===== config.mk =====
export PLATFORM = sky130hd
export DESIGN_NAME = sba_ctrl
export DESIGN_NICKNAME = d
export VERILOG_FILES = /design/src/rtl/assert_macros.svh /design/src/rtl/sba_pkg.sv /design/src/rtl/sba_ctrl.sv
export SDC_FILE = /design/constraint.sdc
export NUM_CORES = 1
export LEC_CHECK = 0
export ABC_AREA = 1
export BUFFER_PORTS_ARGS = -buffer_cell sky130_fd_sc_hd__buf_4
export CORE_AREA = 2 2 39 41
export CTS_BUF_LIST = sky130_fd_sc_hd__clkbuf_8
export CTS_CLUSTER_SIZE = 20
export DETAILED_ROUTE_END_ITERATION = 8
export DIE_AREA = 0 0 41 43
export MAX_ROUTING_LAYER = met4
export PLACE_DENSITY_LB_ADDON = 0.05
export SLEW_MARGIN = 20
export SYNTH_ARGS = -nofsm -noshare
export SYNTH_HDL_FRONTEND = slang
export SYNTH_SLANG_ARGS = --single-unit

===== constraint.sdc =====
create_clock -name clk -period 2.76 [get_ports clk]
set_input_delay 0.138 -clock clk [delete_from_list [all_inputs] [get_ports clk]]
set_output_delay 0.138 -clock clk [all_outputs]
set_load 0.02 [all_outputs]

===== src/rtl/assert_macros.svh =====
// Assertion macros for the RTL.
// No dependencies; include by bare file name.
`ifndef ASSERT_MACROS_SVH
`define ASSERT_MACROS_SVH

// Clocked assertion, disabled while reset is asserted (active low).
`define ASSERT_CLK(lbl, ck, rstn, prop, msg) \
	lbl: assert property (@(posedge ck) disable iff (!rstn) prop) else $error(msg);

// Implication checked every cycle outside reset.
`define ASSERT_IMPL(lbl, ck, rstn, pre, post, msg) \
	lbl: assert property (@(posedge ck) disable iff (!rstn) (pre) |-> (post)) else $error(msg);

`endif


===== src/rtl/sba_pkg.sv =====
// Types, constants and helpers for the spectrum band averager.
// No dependencies.
`default_nettype none

package sba_pkg;

	localparam int BAND_COUNT = 12;
	localparam int BAND_W     = 4;
	localparam int POS_W      = 10;
	localparam int MAG_W      = 15;
	localparam int SUM_W      = 23;
	localparam int AVG_W      = 16;
	localparam int RCP_W      = 31;
	localparam int RCP_SHIFT  = 31;

	localparam logic [POS_W-1:0]  POS_MAX   = '1;
	localparam logic [BAND_W-1:0] BAND_LAST = BAND_W'(BAND_COUNT - 1);

	localparam logic [POS_W-1:0] BAND_EDGE [BAND_COUNT+1] = '{
		10'd6, 10'd8, 10'd11, 10'd16, 10'd24, 10'd35, 10'd51,
		10'd75, 10'd110, 10'd161, 10'd237, 10'd349, 10'd513
	};

	// ceil(2^31 / d) for band divisors 2, 3, 5, 8, 11, 16, 24, 35, 51, 76, 112, 163;
	// (sum * r) >> 31 is the truncated quotient for any 23-bit sum
	localparam logic [RCP_W-1:0] BAND_RECIP [BAND_COUNT] = '{
		31'd1073741824, 31'd715827883, 31'd429496730, 31'd268435456,
		31'd195225787, 31'd134217728, 31'd89478486, 31'd61356676,
		31'd42107523, 31'd28256364, 31'd19173962, 31'd13174747
	};

	typedef struct packed {
		logic [MAG_W-1:0] magnitude;
		logic             frame_end;
	} bin_t;

	typedef struct packed {
		logic [BAND_W-1:0] band;
		logic [AVG_W-1:0]  band_average;
		logic              band_last;
	} avg_t;

	typedef enum logic [1:0] {
		ST_ACC,
		ST_FLUSH,
		ST_LOAD,
		ST_PUT
	} state_t;

	typedef struct packed {
		logic              acc;
		logic              flush;
		logic              load;
		logic              put;
		logic [BAND_W-1:0] emit;
	} cmd_t;

	typedef struct packed {
		logic out_free;
	} sts_t;

	typedef struct packed {
		logic              hit;
		logic [BAND_W-1:0] idx;
	} band_sel_t;

	function automatic band_sel_t band_of(input logic [POS_W-1:0] pos);
		band_sel_t r;
		r.hit = 1'b0;
		r.idx = '0;
		for (int k = 0; k < BAND_COUNT; k++) begin
			if (pos >= BAND_EDGE[k] && pos < BAND_EDGE[k+1]) begin
				r.hit = 1'b1;
				r.idx = BAND_W'(k);
			end
		end
		return r;
	endfunction

endpackage

`default_nettype wire


===== src/rtl/sba_ctrl.sv =====
// Controller: frame sequencing, per-band divide and emit steps.
// Depends on sba_pkg.
`default_nettype none

module sba_ctrl (
	input  wire logic          clk,
	input  wire logic          arst_n,
	input  wire logic          bin_valid,
	input  wire logic          frame_end,
	output logic               bin_stall,
	input  wire sba_pkg::sts_t sts,
	output sba_pkg::cmd_t      cmd
);
	import sba_pkg::*;

	state_t             state_q, state_nx;
	logic [BAND_W-1:0]  emit_q;

	always_comb begin
		state_nx = state_q;
		case (state_q)
			ST_ACC: begin
				if (bin_valid && frame_end)
					state_nx = ST_FLUSH;
			end
			ST_FLUSH: state_nx = ST_LOAD;
			ST_LOAD:  state_nx = ST_PUT;
			ST_PUT: begin
				if (sts.out_free)
					state_nx = (emit_q == BAND_LAST) ? ST_ACC : ST_LOAD;
			end
			default: state_nx = ST_ACC;
		endcase
	end

	always_comb begin
		bin_stall = 1'b1;
		cmd       = '0;
		cmd.emit  = emit_q;
		case (state_q)
			ST_ACC: begin
				bin_stall = 1'b0;
				cmd.acc   = bin_valid;
			end
			ST_FLUSH: cmd.flush = 1'b1;
			ST_LOAD:  cmd.load  = 1'b1;
			ST_PUT:   cmd.put   = sts.out_free;
			default:  cmd       = '0;
		endcase
	end

	always_ff @(posedge clk or negedge arst_n) begin
		if (!arst_n) begin
			state_q <= ST_ACC;
			emit_q  <= '0;
		end else begin
			state_q <= state_nx;
			if (cmd.put)
				emit_q <= (emit_q == BAND_LAST) ? '0 : emit_q + BAND_W'(1);
		end
	end

endmodule

`default_nettype wire


After elaboration in Yosys (flattened, before gate mapping) --
Cells that the tools add are included.
Storage, ports and cells: register bits after elaboration 6, output and inout port bits 9
Operators by class: add/sub/neg operators 1, equal/unequal tests 6, multiplexer cells 10, reductions and logical operators 3
Operators by type and width (count):
- $pmux W2 S4 | 1
- $mux W2 | 3
- $mux W1 | 5
- $add A4 B1 Y4 const B | 1
- $eq A2 B2 Y1 const B | 2
- $eq A4 B4 Y1 const B | 1
- $mux W4 | 1
- $ne A2 B2 Y1 const B | 2
- $eq A2 B1 Y1 const B | 1
- $logic_not A2 Y1 | 1
- $reduce_and A2 Y1 | 1
- $logic_and A1 B1 Y1 | 1

Logic depth before layout (Yosys ltp) --
Gate-level depths: netlist (run 1).
word-level depth 4, gate-level depth with buffers 5, gate-level depth less buffers 5

Least setup slack after synthesis (run 1) --
OpenSTA, ideal clock, no wires.
kind register -> output, from register state_q[1], to output cmd[7] (netlist bit), arrival time 0.957 ns, data required time 2.622 ns, path slack 1.665 ns, cell stages (with the launch flop) 4, cells stage by stage dfrtp_1 > nor2_1 > inv_1 > nor2_1
RTL lines:
- start: declaration | line sba_ctrl.sv:16 | state_t state_q, state_nx;
- start signal: assignment | line sba_ctrl.sv:57 | state_q <= state_nx;
- end: declaration | line sba_ctrl.sv:12 | output sba_pkg::cmd_t cmd

==> results of run 1 <==
==> worst register-to-register path: stages, from the launching register on <==
cell and delay, ns:
dfrtp_1 0.41, inv_1 0.05, nor2_1 0.18, nand2_1 0.07
nand3_1 0.06, o21ai_0 0.08
==> path summary, 6_finish.rpt <==
kind	from	to	slack, ns	cells past startpoint
setup / recovery	state_q[1]	cmd[7]	1.53	4
hold / removal	frame_end	state_q[0]	0.16	3
setup reg to reg	emit_q[3]	emit_q[0]	1.78	5
hold reg to reg	state_q[1]	state_q[0]	0.56	2
max in group asynchronous	arst_n	emit_q[1]	2.37	2
min in group asynchronous	arst_n	emit_q[3]	0.27	2
==> cell families after synthesis <==
family / count (synthesis)
compound gates: 5
fa+ha+maj: 1
buf+inv: 7
flops: 6
simple gates: 22
==> per-stage QoR <==
step / power, mW / cells / instance area [µm²]
CTS: 0.510 / 74 / 503
finish: 0.504 / 74 / 503
global placement: 0.374 / 70 / 452
global route: 0.540 / 74 / 503
detailed placement: 0.376 / 70 / 452
floorplan: 0.292 / 41 / 334
==> timing repair <==
action	CTS	global route
hold buffers	1	0
hold endpoints to repair	6	0
resized for setup	0	0
==> per-layer routing <==
metal | share of wire, % | track usage (%) | wire (µm) | vias up
li1 | - | - | - | 164
met1 | 47 | 14.1 | 333 | 136
met5 | 0 | - | 0 | -
met2 | 40 | 11.6 | 288 | 17
met3 | 13 | 3.66 | 92 | 0
met4 | 0 | 8.00 | 0 | 0
==> area by class of cell <==
class,instances,area (µm²)
Clock buffer,3,41.3
Fill cell,151,881
Inverter,7,26.3
Multi-Input combinational cell,28,158
Sequential cell,6,150
Tap cell,16,20.0
Timing Repair Buffer,14,108
==> power by group through the flow <==
stage	sequential, mW	combinational (mW)	clock (mW)
global route	0.165	0.235	0.139
detailed placement	0.160	0.216	0
floorplan	0.188	0.103	0
finish	0.159	0.215	0.130
global placement	0.158	0.216	0
CTS	0.159	0.218	0.132
==> sequential cells by signal (all words and copies together), names as in the netlist <==
name / flops
emit_q: 4
state_q: 2
==> placed cells by master, fill, tap and decap left out <==
cell and instances:
buf_4 13, nor2_1 7, nand2_1 7, inv_1 6, dfrtp_1 6, nand3_1 4
clkbuf_8 3, nand2_2 2, o21ai_0 2, inv_2 1, nor2_8 1, a31oi_1 1
a21oi_2 1, or2_2 1, o21ai_2 1, ha_1 1, dlygate4sd3_1 1
==> run_results.csv, run 1 <==
group,metric,value,unit
setup_path,critPathCaptureType,"output pin",
die,start_util,24.1,%
logic_synthesis,synth_edf_count,0,
logic_synthesis,synth.distinct_cells,14,
setup_path,critical_path_class,"flop to output pin",
logic_synthesis,synth_mux_area_share,0,%
setup_path,path_cells,"nor2_1, inv_1, nor2_1, buf_4",
global_routing,grt_antenna_before_repair,0,
sta,fin_ws,1.53,ns
logic_synthesis,ys_seq_area_share,44.9,%
setup_path,cp_max_fo,4,
detailed_routing,dr_total_vias,317,
logic_synthesis,async_reset_ff_share,100,%
place,place.gp.congestion,0.698,
die,dieHeight,43,µm
sta,max_slew_margin,86.2,%
pwr,p_clk_share,25.9,%
global_routing,globalRouteTotalUtil,10.2,%
setup_path,worst_path_max_delay_cell,"dfrtp_1",
setup_path,critPathTopFamily,"flip-flops",
pwr,power_density,1000,nW/µm²
pwr,sw_frac_of_total,39.1,%
setup_path,worstPathArrival,1.09,ns
setup_path,crit_required,2.62,ns
clock_network,cts-htree-levels,1,
sta,clock_skew,0.00165,ns
place,port_buffers,13,
detailed_routing,antenna_left,0,
pwr,p_leak,0.260,nW
logic_synthesis,synth-xor-area-share,0,%
logic_synthesis,synth_top_cell_area_share,44.9,%
clock_network,cts.clk_slew.worst_paths,0.04,ns
setup_path,crit_path_frequent_cell,"nor2_1",
logic_synthesis,synthCells,41,
clock_network,cts_tree,"done",
pwr,p_seq_share,31.5,%
global_routing,grt_pass1_wl,1150,µm
logic_synthesis,syn_area_per_cell,8.15,µm²
logic_synthesis,syn_area,334,µm²
sta,finalCriticalPeriod,1.23,ns
outcome,status,"complete, no violations",
sta,finalMaxSlewViolations,0,
die,die_width,41,µm
cells_and_area,drive_above_1_share,39.7,%
run,maxCapViolCount,0,
cells_and_area,n_antenna_cell,0,
logic_synthesis,synth_compound_area_share,10.1,%
detailed_routing,route.detailed.drc,0,
clock_network,numClockSinks,6,
clock_network,cts_buffers,3,
die,coreArea,1380,µm²
pwr,p_switching,0.197,mW
clock_network,cts.path.max_buffers,2,
setup_path,cp-start-kind,"flop",
pwr,pwr-share-comb,42.6,%
detailed_routing,routed_wl,714,µm
sta,max_freq,815,MHz
clock_network,clkLatencyLatePin,0.22,ns
place,dp_hpwl,547,µm
die,row_count,14,
sta,rsz0062_at_grt,"false",
detailed_routing,drt-vias-per-instance,4.28,
sta,setup_violations,0,
pwr,power.internal,0.307,mW
logic_synthesis,synth_top_family_by_area,"simple AND/OR/NAND/NOR gates",
cells_and_area,nets,66,
cells_and_area,areaGrowthSynthToFinish,50.6,%
worst_hold_path,min_path_type,"primary input to flop",
sta,tns,0,ns
sta,holdWs,0.155,ns
logic_synthesis,yosys.area_share.adder,3.75,%
pwr,max-vdd-ir-drop,357,µV
clock_network,post-cts-setup-buffer-count,0,
setup_path,critical-path-max-stage-delay,0.40,ns
logic_synthesis,yosys.area.top_type,"dfrtp_1",
logic_synthesis,synth-simple-area-share,33.3,%
logic_synthesis,synthTopCellsByArea,"dfrtp_1 45%, nand2_1 7.9%, nor2_1 7.9%",
global_routing,grt_pass1_vias,266,
place,pre_cts_ws,1.76,ns
logic_synthesis,synth_commonest_cells,"7 x nand2_1, 7 x nor2_1, 6 x dfrtp_1, 6 x inv_1, 4 x nand3_1",
die,io_pins,14,
clock_network,clockRootBuffer,"clkbuf_8",
sta,min_period_over_period,44.5,%
cells_and_area,post-route-util,36.3,%
detailed_routing,wl_per_cell,9.65,µm
global_routing,grt_overflow,0,
setup_path,path_buf_inv,2,
detailed_routing,dr.first_iter.drc_count,5,
sta,hold_violations,0,
global_routing,grt_max_degree,11,
sta,worst_pin_slew,0.207,ns
logic_synthesis,syn_nets,47,
detailed_routing,drtPass1Iterations,4,
logic_synthesis,yosysWarnings,0,
logic_synthesis,synth-seq-cells,6,
logic_synthesis,ys.flop_type,"dfrtp_1",
die,die-area,1760,µm²
Power figures use the tool's default switching activity.
==> run 2: changes to the inputs <==
clock period = 1.1 ns   (was 2.76 ns; I/O delays follow)
==> run_results.csv, run 2 (synthesized netlist as in run 1, its figures left out) <==
group,metric,value,unit
cells_and_area,drive_above_1_share,50.0,%
pwr,p_leak,0.289,nW
sta,holdWs,0.0912,ns
die,start_util,24.1,%
detailed_routing,wl_per_cell,11.2,µm
global_routing,grt_pass1_vias,329,
sta,min_period_over_period,101,%
setup_path,crit_required,1.04,ns
clock_network,cts.clk_slew.worst_paths,0.04,ns
pwr,power_density,2400,nW/µm²
outcome,status,"complete, but fails checks",
pwr,max-vdd-ir-drop,896,µV
sta,fin_ws,-0.0159,ns
cells_and_area,instances_no_fill,80,
clock_network,numClockSinks,6,
global_routing,grt_pass1_wl,1330,µm
clock_network,cts_buffers,3,
detailed_routing,dr_total_vias,360,
cells_and_area,mostFrequentLayoutCells,"18 x buf_4, 7 x nand2_1, 6 x inv_1, 6 x dfrtp_1",
cells_and_area,nets,72,
sta,finalCriticalPeriod,1.12,ns
clock_network,cts-htree-levels,1,
setup_path,worst_path_max_delay_cell,"dfrtp_1",
global_routing,globalRouteTotalUtil,12.0,%
die,die_width,41,µm
sta,clock_skew,0.000288,ns
setup_path,critPathCaptureType,"output pin",
clock_network,clockRootBuffer,"clkbuf_8",
sta,tns,-0.0159,ns
setup_path,worstPathArrival,1.06,ns
die,row_count,14,
worst_hold_path,min_path_type,"primary input to flop",
sta,hold_violations,0,
global_routing,grt_max_degree,8,
setup_path,critical-path-max-stage-delay,0.40,ns
global_routing,grt_antenna_before_repair,0,
detailed_routing,route.detailed.drc,0,
cells_and_area,largestRegisters,"emit_q (4), state_q (2)",
setup_path,critPathTopFamily,"flip-flops",
sta,finalMaxSlewViolations,0,
cells_and_area,largest_register_ffs,4,
clock_network,cts_tree,"done",
sta,worst_pin_slew,0.194,ns
detailed_routing,drt-vias-per-instance,4.50,
place,pre_cts_ws,0.113,ns
sta,max_freq,896,MHz
global_routing,grt_overflow,0,
setup_path,critical_path_class,"flop to output pin",
detailed_routing,drtPass1Iterations,4,
cells_and_area,fillers,141,
detailed_routing,antenna_left,0,
die,coreArea,1380,µm²
sta,max_slew_margin,87.1,%
cells_and_area,areaGrowthSynthToFinish,67.4,%
outcome,violations,"negative setup slack",
cells_and_area,top_register,"emit_q",
setup_path,cp_max_fo,3,
clock_network,cts.path.max_buffers,2,
detailed_routing,dr.first_iter.drc_count,8,
detailed_routing,routed_wl,897,µm
clock_network,clkLatencyLatePin,0.22,ns
die,io_pins,14,
place,port_buffers,13,
run,maxCapViolCount,0,
place,place.gp.congestion,0.736,
sta,rsz0062_at_grt,"true",
cells_and_area,n_antenna_cell,0,
setup_path,path_cells,"nor2_2, inv_1, nor2_1, buf_4",
cells_and_area,final_common_cell,"buf_4",
place,dp_hpwl,627,µm
setup_path,cp-start-kind,"flop",
die,dieHeight,43,µm
place,placed_cells,70,
setup_path,path_buf_inv,2,
die,die-area,1760,µm²
sta,setup_violations,1,
run 2: area by class of cell:
cell class                 count  area [µm²]  area share, %
clock buffer                   3        41.3           7.38
inverter                       7        26.3           4.70
multi-input combinational     28         165           29.5
sequential                     6         150           26.8
tap                           16        20.0           3.58
timing repair buffer          20         156           28.0
run 2: worst reg2reg max path: stages, from the launching register on:
cell,delay [ns]
dfrtp_1,0.38
nand2_2,0.11
nor2_8,0.13
buf_4,0.13
nand3_1,0.05
nand2_1,0.08
nor2_1,0.04
run 2: path summary, 6_finish.rpt:
| check | startpoint | endpoint | slack (ns) | cells after the start |
|---|---|---|---|---|
| max in group asynchronous | arst_n | emit_q[0] | 0.80 | 2 |
| max | state_q[1] | cmd[7] | -0.02 | 4 |
| max reg2reg | state_q[0] | emit_q[3] | 0.05 | 6 |
| min in group asynchronous | arst_n | state_q[0] | 0.18 | 2 |
| min | frame_end | state_q[0] | 0.09 | 3 |
| min reg2reg | emit_q[1] | emit_q[1] | 0.60 | 2 |
run 2: repair_timing:
item | in CTS | in global routing
pin swaps | 2 | 2
buffers inserted | 4 | 2
gates resized for setup | 1 | 3
setup endpoints to repair | 2 | 5
hold buffers | 1 | 0
endpoints found under the hold margin | 6 | 0
run 2: metrics by stage:
stage / util (%) / total power [mW] / cell area [µm²]
after floorplan: - / 0.732 / 334
after global placement: 32.6 / 0.939 / 452
after detailed placement: 32.6 / 0.951 / 452
after CTS: 38.7 / 1.32 / 536
after global routing: 40.4 / 1.44 / 559
final: 40.4 / 1.34 / 559
run 2: layer usage:
| metal | track usage [%] | routed length (µm) | vias to the layer above |
|---|---|---|---|
| met2 | 16.9 | 417 | 16 |
| met4 | 8.00 | 7 | 0 |
| met1 | 13.4 | 401 | 169 |
| li1 | - | - | 173 |
| met5 | - | 0 | - |
| met3 | 4.71 | 71 | 2 |
run 2: power by group:
part / switching [mW] / internal [mW] / total (mW)
clock network: 0.0944 / 0.235 / 0.329
registers: 0.0998 / 0.304 / 0.404
logic: 0.336 / 0.271 / 0.607
